## config.mk

```make
export PLATFORM = sky130hd
export DESIGN_NAME = snmp_response_varbind_parser_top
export DESIGN_NICKNAME = d
export VERILOG_FILES = /design/src/hdl/vbp_pkg.sv /design/src/hdl/snmp_response_varbind_parser_top.sv /design/src/hdl/vbp_parser.sv /design/src/hdl/vbp_res_fifo.sv
export SDC_FILE = /design/constraint.sdc
export NUM_CORES = 1
export LEC_CHECK = 0
export BUFFER_PORTS_ARGS = -buffer_cell sky130_fd_sc_hd__buf_2
export CORE_AREA = 2 2 156 158
export DETAILED_ROUTE_END_ITERATION = 10
export DIE_AREA = 0 0 158 160
export GPL_TIMING_DRIVEN = 0
export PLACE_DENSITY = 0.62
export SLEW_MARGIN = 20
export SYNTH_ARGS = -nofsm -noshare
export SYNTH_HDL_FRONTEND = slang
export SYNTH_SLANG_ARGS = --single-unit
```

## constraint.sdc

```tcl
create_clock -name clk_i -period 5.4 [get_ports clk_i]
set_input_delay 0.81 -clock clk_i [delete_from_list [all_inputs] [get_ports clk_i]]
set_output_delay 0.81 -clock clk_i [all_outputs]
set_load 0.02 [all_outputs]
```

## src/hdl/vbp_pkg.sv

```systemverilog
// Package for the SNMP response varbind parser.
// Holds types, protocol constants and small helper functions; no dependencies.
package vbp_pkg;

  localparam int unsigned PACKET_MAX       = 2048;
  localparam int unsigned MAX_LENGTH_BYTES = 3;

  localparam int unsigned LEN_W = $clog2(PACKET_MAX + 2);
  localparam int unsigned LB_W  = $clog2(MAX_LENGTH_BYTES + 1);
  localparam int unsigned ACC_W = LEN_W + 8;

  localparam int unsigned RES_MAX = 3;
  localparam int unsigned Q_DEPTH = 4;
  localparam int unsigned Q_AW    = $clog2(Q_DEPTH);
  localparam int unsigned Q_CW    = $clog2(Q_DEPTH + 1);

  localparam logic [7:0] TAG_SEQ     = 8'h30;
  localparam logic [7:0] TAG_INT     = 8'h02;
  localparam logic [7:0] TAG_OCTETS  = 8'h04;
  localparam logic [7:0] TAG_RESP    = 8'ha2;
  localparam logic [7:0] TAG_OID     = 8'h06;
  localparam logic [7:0] LONG_FORM   = 8'h80;
  localparam logic [6:0] LEN_CNT_MSK = 7'h7f;

  localparam logic [3:0] EL_OUTER    = 4'd0;
  localparam logic [3:0] EL_PDU      = 4'd3;
  localparam logic [3:0] EL_VB_LIST  = 4'd7;
  localparam logic [3:0] EL_VARBIND  = 4'd8;
  localparam logic [3:0] EL_OID      = 4'd9;
  localparam logic [3:0] EL_VALUE    = 4'd10;

  typedef enum logic [1:0] {
    PH_TAG  = 2'd0,
    PH_LEN0 = 2'd1,
    PH_LENX = 2'd2,
    PH_BODY = 2'd3
  } phase_e;

  typedef enum logic [1:0] {
    KIND_ARC    = 2'd0,
    KIND_VALUE  = 2'd1,
    KIND_STATUS = 2'd2
  } kind_e;

  typedef enum logic [1:0] {
    ST_OK    = 2'd0,
    ST_TAG   = 2'd1,
    ST_TRUNC = 2'd2
  } status_e;

  typedef struct packed {
    logic [1:0] kind;
    logic [7:0] item_value;
    logic [1:0] status;
    logic       last;
  } res_t;

  typedef struct packed {
    logic [1:0]       cnt;
    res_t [RES_MAX-1:0] items;
  } push_t;

  function automatic logic [7:0] want_tag(input logic [3:0] stage);
    logic [7:0] tag;
    case (stage)
      4'd0, 4'd7, 4'd8:       tag = TAG_SEQ;
      4'd1, 4'd4, 4'd5, 4'd6: tag = TAG_INT;
      4'd2:                   tag = TAG_OCTETS;
      4'd3:                   tag = TAG_RESP;
      4'd9:                   tag = TAG_OID;
      default:                tag = 8'h00;
    endcase
    return tag;
  endfunction

  function automatic logic is_container(input logic [3:0] stage);
    return (stage == EL_OUTER) || (stage == EL_PDU) ||
           (stage == EL_VB_LIST) || (stage == EL_VARBIND);
  endfunction

  function automatic res_t mk_res(input kind_e kind, input logic [7:0] val,
                                  input status_e st);
    res_t r;
    r.kind       = kind;
    r.item_value = val;
    r.status     = st;
    r.last       = (kind == KIND_STATUS);
    return r;
  endfunction

endpackage

```

## src/hdl/snmp_response_varbind_parser_top.sv

```systemverilog
// SNMP response varbind parser: one packet byte per input transaction. Each
// byte is parsed in the cycle it is accepted, and its results go into a
// four-entry result queue that drives the output channel. A byte is taken
// every cycle while bytes give at most one result each and output is ready;
// a first OID byte gives two arcs, the last value byte adds the ok status, and
// a byte that ends the packet early can add a status, so such a byte can give
// two or three results, and input ready drops while the queue holds more than
// one result. Results per packet: OID arcs (kind 0), value bytes (kind 1), then
// one status (kind 2, last high).
// Depends on vbp_pkg, vbp_parser and vbp_res_fifo.
module snmp_response_varbind_parser_top import vbp_pkg::*; (
  input  logic       clk_i,
  input  logic       rst_ni,
  input  logic       in_valid_i,
  output logic       in_ready_o,
  input  logic [7:0] data_byte_i,
  input  logic       packet_end_i,
  output logic       out_valid_o,
  input  logic       out_ready_i,
  output logic [1:0] kind_o,
  output logic [7:0] item_value_o,
  output logic [1:0] status_o,
  output logic       last_o
);

  push_t push;
  res_t  head;
  logic  room;
  logic  fire;

  assign in_ready_o = room;
  assign fire       = in_valid_i && room;

  vbp_parser u_parser (
    .clk_i        (clk_i),
    .rst_ni       (rst_ni),
    .fire_i       (fire),
    .data_byte_i  (data_byte_i),
    .packet_end_i (packet_end_i),
    .push_o       (push)
  );

  vbp_res_fifo u_fifo (
    .clk_i   (clk_i),
    .rst_ni  (rst_ni),
    .push_i  (push),
    .room_o  (room),
    .valid_o (out_valid_o),
    .ready_i (out_ready_i),
    .head_o  (head)
  );

  assign kind_o       = head.kind;
  assign item_value_o = head.item_value;
  assign status_o     = head.status;
  assign last_o       = head.last;

endmodule

```

## src/hdl/vbp_parser.sv

```systemverilog
// Per-byte BER parse state and step logic; emits up to three results per byte.
// Depends on vbp_pkg.
module vbp_parser import vbp_pkg::*; (
  input  logic       clk_i,
  input  logic       rst_ni,
  input  logic       fire_i,
  input  logic [7:0] data_byte_i,
  input  logic       packet_end_i,
  output push_t      push_o
);

  logic [3:0]       stage_q, stage_d;
  phase_e           phase_q, phase_d;
  logic [LEN_W-1:0] accum_q, accum_d;
  logic [LB_W-1:0]  lbl_q, lbl_d;
  logic [LEN_W-1:0] bound_q, bound_d;
  logic [LEN_W-1:0] content_q, content_d;
  logic             first_q, first_d;
  logic             finished_q, finished_d;

  logic [ACC_W-1:0] acc_wide;
  logic [15:0]      prod;
  logic [2:0]       arc_hi;
  logic [7:0]       arc_lo;
  logic [6:0]       len_cnt;

  assign acc_wide = {accum_q, data_byte_i};
  assign prod     = 16'(data_byte_i) * 16'd205;
  assign arc_hi   = prod[15:13];
  assign arc_lo   = data_byte_i - ({2'b00, arc_hi, 3'b000} + {arc_hi, 5'b00000});
  assign len_cnt  = data_byte_i[6:0] & LEN_CNT_MSK;

  always_comb begin
    logic             len_ok;
    logic [LEN_W-1:0] len;
    logic [1:0]       n;
    res_t [RES_MAX-1:0] res;
    stage_d    = stage_q;
    phase_d    = phase_q;
    accum_d    = accum_q;
    lbl_d      = lbl_q;
    bound_d    = bound_q;
    content_d  = content_q;
    first_d    = first_q;
    finished_d = finished_q;
    len_ok     = 1'b0;
    len        = '0;
    n          = '0;
    res        = '0;
    if (fire_i) begin
      if (!finished_q) begin
        if (bound_q == '0) begin
          res[n] = mk_res(KIND_STATUS, 8'h00, ST_TRUNC);
          n = n + 2'd1;
          finished_d = 1'b1;
        end else begin
          bound_d = bound_q - 1'b1;
          case (phase_q)
            PH_TAG: begin
              if (stage_q < EL_VALUE && data_byte_i != want_tag(stage_q)) begin
                res[n] = mk_res(KIND_STATUS, 8'h00, ST_TAG);
                n = n + 2'd1;
                finished_d = 1'b1;
              end else begin
                phase_d = PH_LEN0;
              end
            end
            PH_LEN0: begin
              if ((data_byte_i & LONG_FORM) == 8'h00) begin
                len_ok = 1'b1;
                len    = LEN_W'(data_byte_i);
              end else if (len_cnt == 7'd0) begin
                len_ok = 1'b1;
              end else if (32'(len_cnt) > MAX_LENGTH_BYTES) begin
                res[n] = mk_res(KIND_STATUS, 8'h00, ST_TRUNC);
                n = n + 2'd1;
                finished_d = 1'b1;
              end else begin
                accum_d = '0;
                lbl_d   = LB_W'(len_cnt);
                phase_d = PH_LENX;
              end
            end
            PH_LENX: begin
              if (32'(acc_wide) > PACKET_MAX) begin
                accum_d = LEN_W'(PACKET_MAX + 1);
              end else begin
                accum_d = LEN_W'(acc_wide);
              end
              if (lbl_q != '0) begin
                lbl_d = lbl_q - 1'b1;
              end
              if (lbl_d == '0) begin
                len_ok = 1'b1;
                len    = accum_d;
              end
            end
            PH_BODY: begin
              if (content_q != '0) begin
                content_d = content_q - 1'b1;
              end
              if (stage_q == EL_OID) begin
                if (first_q) begin
                  first_d = 1'b0;
                  res[n] = mk_res(KIND_ARC, {5'b00000, arc_hi}, ST_OK);
                  n = n + 2'd1;
                  res[n] = mk_res(KIND_ARC, arc_lo, ST_OK);
                  n = n + 2'd1;
                end else begin
                  res[n] = mk_res(KIND_ARC, data_byte_i, ST_OK);
                  n = n + 2'd1;
                end
              end else if (stage_q >= EL_VALUE) begin
                res[n] = mk_res(KIND_VALUE, data_byte_i, ST_OK);
                n = n + 2'd1;
              end
              if (content_d == '0) begin
                if (stage_q >= EL_VALUE) begin
                  res[n] = mk_res(KIND_STATUS, 8'h00, ST_OK);
                  n = n + 2'd1;
                  finished_d = 1'b1;
                end else begin
                  stage_d = stage_q + 4'd1;
                  phase_d = PH_TAG;
                end
              end
            end
            default: phase_d = PH_TAG;
          endcase
          if (len_ok) begin
            if (32'(len) > PACKET_MAX) begin
              res[n] = mk_res(KIND_STATUS, 8'h00, ST_TRUNC);
              n = n + 2'd1;
              finished_d = 1'b1;
            end else if (stage_q < EL_OID && is_container(stage_q)) begin
              if (len < bound_d) begin
                bound_d = len;
              end
              stage_d = stage_q + 4'd1;
              phase_d = PH_TAG;
            end else if (len > bound_d) begin
              res[n] = mk_res(KIND_STATUS, 8'h00, ST_TRUNC);
              n = n + 2'd1;
              finished_d = 1'b1;
            end else begin
              content_d = len;
              if (len != '0) begin
                phase_d = PH_BODY;
              end else if (stage_q >= EL_VALUE) begin
                res[n] = mk_res(KIND_STATUS, 8'h00, ST_OK);
                n = n + 2'd1;
                finished_d = 1'b1;
              end else begin
                stage_d = stage_q + 4'd1;
                phase_d = PH_TAG;
              end
            end
          end
        end
      end
      if (packet_end_i) begin
        if (!finished_d) begin
          res[n] = mk_res(KIND_STATUS, 8'h00, ST_TRUNC);
          n = n + 2'd1;
        end
        stage_d    = EL_OUTER;
        phase_d    = PH_TAG;
        accum_d    = '0;
        lbl_d      = '0;
        bound_d    = LEN_W'(PACKET_MAX);
        content_d  = '0;
        first_d    = 1'b1;
        finished_d = 1'b0;
      end
    end
    push_o.cnt   = n;
    push_o.items = res;
  end

  always_ff @(posedge clk_i or negedge rst_ni) begin
    if (!rst_ni) begin
      stage_q    <= EL_OUTER;
      phase_q    <= PH_TAG;
      accum_q    <= '0;
      lbl_q      <= '0;
      bound_q    <= LEN_W'(PACKET_MAX);
      content_q  <= '0;
      first_q    <= 1'b1;
      finished_q <= 1'b0;
    end else begin
      stage_q    <= stage_d;
      phase_q    <= phase_d;
      accum_q    <= accum_d;
      lbl_q      <= lbl_d;
      bound_q    <= bound_d;
      content_q  <= content_d;
      first_q    <= first_d;
      finished_q <= finished_d;
    end
  end

  a_stage_range: assert property (@(posedge clk_i) disable iff (!rst_ni)
    stage_q <= EL_VALUE)
    else $error("stage beyond value element");

  a_end_resets: assert property (@(posedge clk_i) disable iff (!rst_ni)
    fire_i && packet_end_i |=> stage_q == EL_OUTER && !finished_q &&
      phase_q == PH_TAG && bound_q == LEN_W'(PACKET_MAX))
    else $error("parser not back at start after packet end");

  a_bound_narrows: assert property (@(posedge clk_i) disable iff (!rst_ni)
    fire_i && !packet_end_i |=> bound_q <= $past(bound_q))
    else $error("byte bound grew inside a packet");

  a_status_once: assert property (@(posedge clk_i) disable iff (!rst_ni)
    finished_q && !packet_end_i |-> push_o.cnt == 2'd0)
    else $error("result after status given");

endmodule

```

## src/hdl/vbp_res_fifo.sv

```systemverilog
// Four-entry result queue; takes up to three results per cycle, gives one while ready_i is high.
// Depends on vbp_pkg.
module vbp_res_fifo import vbp_pkg::*; (
  input  logic  clk_i,
  input  logic  rst_ni,
  input  push_t push_i,
  output logic  room_o,
  output logic  valid_o,
  input  logic  ready_i,
  output res_t  head_o
);

  res_t [Q_DEPTH-1:0] mem_q;
  logic [Q_AW-1:0]    wr_q, wr_d;
  logic [Q_AW-1:0]    rd_q, rd_d;
  logic [Q_CW-1:0]    cnt_q, cnt_d;
  logic               pop;

  assign valid_o = (cnt_q != '0);
  assign room_o  = (cnt_q <= Q_CW'(Q_DEPTH - RES_MAX));
  assign head_o  = mem_q[rd_q];
  assign pop     = valid_o && ready_i;

  assign wr_d  = wr_q + Q_AW'(push_i.cnt);
  assign rd_d  = rd_q + Q_AW'(pop);
  assign cnt_d = cnt_q + Q_CW'(push_i.cnt) - Q_CW'(pop);

  always_ff @(posedge clk_i) begin
    for (int i = 0; i < RES_MAX; i++) begin
      if (2'(i) < push_i.cnt) begin
        mem_q[wr_q + Q_AW'(i)] <= push_i.items[i];
      end
    end
  end

  always_ff @(posedge clk_i or negedge rst_ni) begin
    if (!rst_ni) begin
      wr_q  <= '0;
      rd_q  <= '0;
      cnt_q <= '0;
    end else begin
      wr_q  <= wr_d;
      rd_q  <= rd_d;
      cnt_q <= cnt_d;
    end
  end

  a_no_overflow: assert property (@(posedge clk_i) disable iff (!rst_ni)
    cnt_q <= Q_CW'(Q_DEPTH))
    else $error("result queue overflow");

  a_push_needs_room: assert property (@(posedge clk_i) disable iff (!rst_ni)
    push_i.cnt != 2'd0 |-> room_o)
    else $error("results pushed without room");

  a_ptr_gap: assert property (@(posedge clk_i) disable iff (!rst_ni)
    Q_AW'(wr_q - rd_q) == Q_AW'(cnt_q))
    else $error("queue pointers and count disagree");

endmodule

```

==> impl_metrics.json, run 1 <==
{
  "syn_area_um2": 9271,
  "leakage_nw": 4.821,
  "start_util": 0.3892,
  "yosysWarnings": 0,
  "pre_cts_slack_ns": -1.276,
  "layout-drive-gt1-share": 0.2594,
  "irDropWorstVdd_v": 0.0001911,
  "root_buffer": "clkbuf_16",
  "synth_area_leaders": "dfrtp_1, ha_1, dfxtp_1, mux2i_1, a21oi_1",
  "die_width_um": 158,
  "skew_ns": 0.01539,
  "violations": "negative setup slack",
  "cts.clk_slew.worst_paths_ns": 0.08,
  "rsz0062_at_grt": "true",
  "synth_top_area_share": 0.1377,
  "core_um2": 23820,
  "die-area_um2": 25280,
  "dr.pass1.iters": 5,
  "setup_viol": 24,
  "hold_viol": 0,
  "hold_path_class": "reg2reg",
  "path_max_fanout": 4,
  "drc": 0,
  "synth_edf_count": 0,
  "fin_crit_sh": 1.040,
  "max_freq_mhz": 178.1,
  "ctsHoldBuffers": 0,
  "setup_slack_ns": -0.2141,
  "crit_path_max_incr_delay_ns": 0.56,
  "totalWireLength_um": 29580,
  "stdcell_area_um2": 11890,
  "critPathKind": "in2reg",
  "wl_per_cell_um": 19.37,
  "rows": 57,
  "clk_path_buf_depth": 2,
  "crit_family": "adder cells",
  "dp.cells": 1439,
  "avgSynthCellArea_um2": 8.522,
  "fin_crit_ns": 5.614,
  "grt_pass1_wl_um": 45570,
  "worstPathArrival_ns": 5.91,
  "vias": 9013,
  "worst_path_most_repeated_cell": "ha_1",
  "area_growth_pct": 28.29,
  "place.gp.congestion": 0.8841,
  "synth_cell_types": 92,
  "drv_cap": 0,
  "clkLatencyLatePin_ns": 0.37,
  "cp_num_buf_inv": 5,
  "worst_setup_path_end_kind": "flip-flop",
  "portBuffers": 27,
  "grt_antenna_before_repair": 0,
  "cts_tree": "built",
  "worst_pin_slew_ns": 0.9771,
  "tns_ns": -2.333,
  "ys_async_sr_fraction": 0.5048,
  "drv_slew": 0,
  "finalPower_mw": 4.949,
  "synth-main-ff-cell": "dfxtp_1",
  "syn_nets": 1208,
  "place_area_um2": 10100,
  "grt_use_total": 0.2263,
  "worst_slew_margin_rel": 0.3417,
  "dp_hpwl_um": 20440,
  "crit_slowest_cell": "fa_1",
  "boundaryPins": 28,
  "grt_max_degree": 54,
  "clock-sinks": 105,
  "synth.ff_latch_count": 105,
  "synth_largest_area_cell": "dfrtp_1",
  "status": "complete, but fails checks",
  "grt_pass1_vias": 8625,
  "grt_overflow": 0,
  "powerDensity_nw_per_um2": 416.1,
  "synth_cells": 1088,
  "viasPerCell": 5.902,
  "nNetsFinal": 1318,
  "yosysSeqAreaShare": 0.2556,
  "layout.cells.non_filler": 1527,
  "postRouteAntennaNets": 0,
  "diodes": 0,
  "cp.required_ns": 5.70,
  "ctsHtreeMaxLevel": 3,
  "cts_buffers": 9,
  "drt-initial-drc-count": 852,
  "die_y_um": 160,
  "startpoint_type": "primary input"
}
-- metal layers --
layer  vias to the layer above  global-route usage  routed length [um]
met2                       342              0.3623               14010
met5                         -                   0                   0
li1                       4223                   -                   -
met1                      4389              0.3118               13150
met4                         0             0.07903                 690
met3                        59             0.03202                1731
-- synth_stat cells (5+ instances only) --
library cell / number
ha_1: 96
nand2_1: 90
nor2_1: 85
inv_1: 76
a21oi_1: 68
o21ai_0: 64
dfxtp_1: 52
dfrtp_1: 51
mux2i_1: 44
clkbuf_1: 34
nor3_1: 31
o22ai_1: 29
xnor2_1: 22
a211oi_1: 18
nand3_1: 18
and2_1: 16
and3_1: 14
nand2b_1: 14
mux4_2: 13
buf_2: 11
fa_1: 11
nor2b_1: 11
nor4_1: 11
xor2_1: 11
a31oi_1: 10
or3_1: 10
a22o_1: 9
nor3b_1: 7
or4_1: 7
a22oi_1: 6
nand3b_1: 6
o211ai_1: 6
o221ai_1: 6
o31ai_1: 6
a21o_1: 5
a32oi_1: 5
o32ai_1: 5
-- sequential cells by signal (all words and copies together) (netlist names) --
register             cells
u_fifo.cnt_q             3
u_parser.finished_q      1
u_parser.phase_q         2
u_fifo.wr_q              2
u_fifo.mem_q            52
u_parser.first_q         1
u_parser.stage_q         4
u_fifo.rd_q              2
u_parser.bound_q        12
u_parser.lbl_q           2
u_parser.accum_q        12
u_parser.content_q      12
-- worst reg2reg max path, cell delays in order (launching register included) --
cell and delay [ns]:
dfrtp_1 0.39, or4_4 0.54, or2_4 0.29, or2_1 0.22, buf_6 0.14, nor3_4 0.22
ha_1 0.30, a21oi_1 0.18, o21ai_2 0.11, a221oi_4 0.35, o2bb2ai_4 0.17, o211ai_4 0.15
o311a_1 0.14, a211o_1 0.31, buf_12 0.15, ha_4 0.29, nor4_4 0.04, a31o_1 0.22
buf_6 0.13, nand2_4 0.08, ha_4 0.21, fa_2 0.33, xor2_1 0.15, xnor2_1 0.12
-- worst paths after layout --
kind | startpoint | end | slack (ns) | cells past startpoint
min reg2reg | u_fifo.mem_q[51] | u_fifo.mem_q[51] | 0.48 | 2
max | data_byte_i[2] | u_fifo.mem_q[10] | -0.21 | 27
min in group asynchronous | rst_ni | u_parser.stage_q[3] | 0.51 | 1
max in group asynchronous | rst_ni | u_fifo.rd_q[0] | 4.41 | 1
min | u_fifo.mem_q[51] | u_fifo.mem_q[51] | 0.48 | 2
max reg2reg | u_parser.accum_q[7] | u_fifo.cnt_q[2] | 0.06 | 23
-- timing repair --
item,CTS,global route
resized for setup,58,155
setup endpoints to repair,56,54
pin swaps,34,49
buffers inserted,29,39
cloned,0,5
-- cell type report --
type | instances | area (um^2)
tap | 324 | 405.4
clock buffer | 10 | 229.0
clock inverter | 6 | 62.56
fill | 2228 | 11930
multi-input combinational | 850 | 7207
inverter | 78 | 344.1
sequential | 105 | 2370
buffer | 54 | 424.2
timing repair buffer | 100 | 852.1
-- cells in the final DEF, fill, tap and decap left out, drive strengths merged, types with 46 or more instances in the layout --
master,netlist,layout
buf,21,118
ha,96,96
nand2,90,90
nor2,86,86
inv,78,79
a21oi,69,69
o21ai,68,68
dfxtp,52,52
dfrtp,51,51
clkbuf,34,46
-- per-stage QoR --
stage / utilization / hold slack (ns)
6_report: 0.4993 / 0.4772
5_1_grt: 0.4993 / 0.5046
4_1_cts: 0.4571 / 0.4743
3_5_place_dp: 0.4238 / 0.4611
3_3_place_gp: 0.4237 / 0.4564
2_1_floorplan: - / 0.4414
-- where the power goes --
part | total, mW | internal (mW) | switching, mW
combinational | 3.06 | 1.35 | 1.71
clock | 0.678 | 0.327 | 0.351
sequential | 1.21 | 1.02 | 0.190
total | 4.95 | 2.70 | 2.25
-- cell families (layout without fill, tap and decap cells) --
family	Yosys count	after routing	share of synthesized area
AOI/OAI and AO/OA	296	296	0.2155
xor gates and xnor gates	35	35	0.03536
adders and majority gates	107	107	0.1533
buffers and inverters	133	248	0.05978
DFF	105	105	0.2556
muxes	60	60	0.08273
and+or+nand+nor	352	352	0.1977
(Power assumes the default switching activity.)
==> run 2, diff against run 1 <==
CORE_AREA = 2 2 130 132   (was 2 2 156 158)
DIE_AREA = 0 0 132 134   (was 0 0 158 160)
PLACE_DENSITY = 0.82   (was 0.62)
==> impl_metrics.json, run 2 (same netlist as run 1, synthesis figures left out) <==
{
  "drv_cap": 0,
  "clk_path_buf_depth": 2,
  "clock-sinks": 105,
  "crit_slowest_cell": "fa_1",
  "fill_cells": 1051,
  "dp_hpwl_um": 19350,
  "cp_num_buf_inv": 7,
  "area_growth_pct": 27.36,
  "met2_length_um": 14960,
  "grt_max_degree": 54,
  "die_width_um": 132,
  "violations": "negative setup slack",
  "viasPerCell": 6.944,
  "critPathKind": "in2reg",
  "hold_path_class": "in2async",
  "fin_crit_sh": 1.072,
  "grt_pass1_wl_um": 44890,
  "nNetsFinal": 1316,
  "reg2reg_to": "u_fifo.mem_q[34]",
  "pre_cts_slack_ns": -1.350,
  "irDropWorstVdd_v": 0.0002869,
  "worst_slew_margin_rel": 0.2610,
  "multi_input_area_um2": 7274,
  "root_buffer": "clkbuf_16",
  "drv_slew": 0,
  "worstPathArrival_ns": 6.07,
  "core_um2": 16290,
  "grt_overflow": 0,
  "diodes": 0,
  "clkLatencyLatePin_ns": 0.38,
  "seqCellArea_um2": 2370,
  "worst_pin_slew_ns": 1.097,
  "drc": 0,
  "skew_ns": 0.01329,
  "portBuffers": 27,
  "crit_path_max_incr_delay_ns": 0.55,
  "cp.required_ns": 5.68,
  "met3_length_um": 3444,
  "worst_path_most_repeated_cell": "buf_4",
  "cts.clk_slew.worst_paths_ns": 0.08,
  "largest_register_ff_count": 52,
  "rsz0062_at_grt": "true",
  "die-area_um2": 17690,
  "reg2reg_setup_slack_ns": -0.24,
  "max_freq_mhz": 172.7,
  "grt_pass1_vias": 8896,
  "met1_length_um": 12110,
  "layout-drive-gt1-share": 0.2673,
  "grt_use_total": 0.3130,
  "ctsHtreeMaxLevel": 3,
  "final_cell_mix": "nand2_1, nor2_1, ha_1",
  "cts_tree": "built",
  "highest_layer": "met4",
  "hold_viol": 0,
  "crit_family": "adder cells",
  "place.gp.congestion": 0.9684,
  "timing.rr.start": "u_parser.accum_q[7]",
  "powerDensity_nw_per_um2": 430.0,
  "boundaryPins": 28,
  "postRouteAntennaNets": 0,
  "ff2ff_path_depth": 26,
  "finalPower_mw": 5.078,
  "regMostFlops": "u_fifo.mem_q",
  "leakage_nw": 4.815,
  "die_y_um": 134,
  "start_util": 0.5692,
  "path_max_fanout": 10,
  "totalWireLength_um": 32130,
  "wl_per_cell_um": 22.61,
  "drt-initial-drc-count": 1363,
  "setup_viol": 47,
  "setup_slack_ns": -0.3890,
  "rows": 47,
  "status": "complete, but fails checks",
  "vias": 9868,
  "worst_setup_path_end_kind": "flip-flop",
  "cts_buffers": 9,
  "startpoint_type": "primary input",
  "dr.pass1.iters": 6,
  "fin_crit_ns": 5.789,
  "grt_antenna_before_repair": 0
}
-- run 2: changes by cell type in the layout (fill, tap and decap cells not counted), moves of 4 or more --
cell	change
a211oi_1	-9
a211oi_2	+8
ha_1	-6
buf_8	+4
-- run 2: per-stage QoR --
step | setup TNS [ns] | util | instance area (um^2) | hold slack [ns] | std cells
after CTS | -0.4724 | 0.6652 | 10840 | 0.4802 | 1384
after global routing | -11.91 | 0.7249 | 11810 | 0.5236 | 1421
after detailed placement | -56.97 | 0.6118 | 9966 | 0.4645 | 1335
after global placement | -55.51 | 0.6116 | 9963 | 0.4559 | 1335
after floorplan | -1.082 | - | 9553 | 0.4414 | 1088
final | -6.311 | 0.7249 | 11810 | 0.4868 | 1421
-- run 2: metal layers --
| layer | up-vias | global-route usage |
|---|---|---|
| met5 | - | 0 |
| met4 | 0 | 0.1274 |
| met3 | 189 | 0.05064 |
| met2 | 758 | 0.5069 |
| met1 | 4710 | 0.4196 |
| li1 | 4211 | - |
-- run 2: final cells by class --
| type | count | share of cell area |
|---|---|---|
| multi-input combinational | 850 | 0.6161 |
| timing repair buffer | 97 | 0.06814 |
| clock inverter | 7 | 0.006146 |
| clock buffer | 9 | 0.01907 |
| tap | 220 | 0.02331 |
| buffer | 55 | 0.03645 |
| sequential | 105 | 0.2007 |
| inverter | 78 | 0.03009 |
-- run 2: worst reg2reg max path, stage by stage (launching register included) --
cell,delay [ns]
dfrtp_1,0.40
or4_4,0.55
or2_4,0.28
or2_1,0.22
buf_6,0.14
nor3_4,0.22
ha_1,0.31
a21oi_1,0.22
o21ai_2,0.11
a221oi_4,0.35
o2bb2ai_4,0.17
o211ai_4,0.12
o311a_1,0.16
a211o_1,0.30
buf_8,0.13
ha_4,0.22
nor4_4,0.25
a31o_1,0.16
buf_6,0.12
buf_12,0.10
buf_6,0.10
buf_6,0.12
nand3_4,0.13
buf_8,0.21
buf_8,0.14
o22ai_1,0.22
a21oi_1,0.07
-- run 2: report_power, final --
group / switching [mW] / leakage [nW] / internal, mW
Combinational: 1.78 / 3.54 / 1.38
Sequential: 0.204 / 1.13 / 1.02
Clock: 0.360 / 0.146 / 0.327
-- run 2: worst max path at each step --
stage,startpoint,end,slack (ns),cells after the start
after floorplan,data_byte_i[2],u_fifo.mem_q[23],-0.24,27
after global placement,data_byte_i[6],u_fifo.cnt_q[2],-1.16,25
after detailed placement,data_byte_i[2],u_fifo.mem_q[23],-1.35,28
after CTS,data_byte_i[2],u_fifo.mem_q[23],-0.18,28
after global routing,data_byte_i[2],u_fifo.mem_q[22],-0.57,27
final,data_byte_i[2],u_fifo.mem_q[22],-0.39,27
-- run 2: what timing repair did --
action	in CTS	in global routing
endpoints found under the setup margin	56	54
hold buffers	0	0
pin swaps	42	47
buffers inserted	33	35
cloned	0	3
resized for setup	66	149
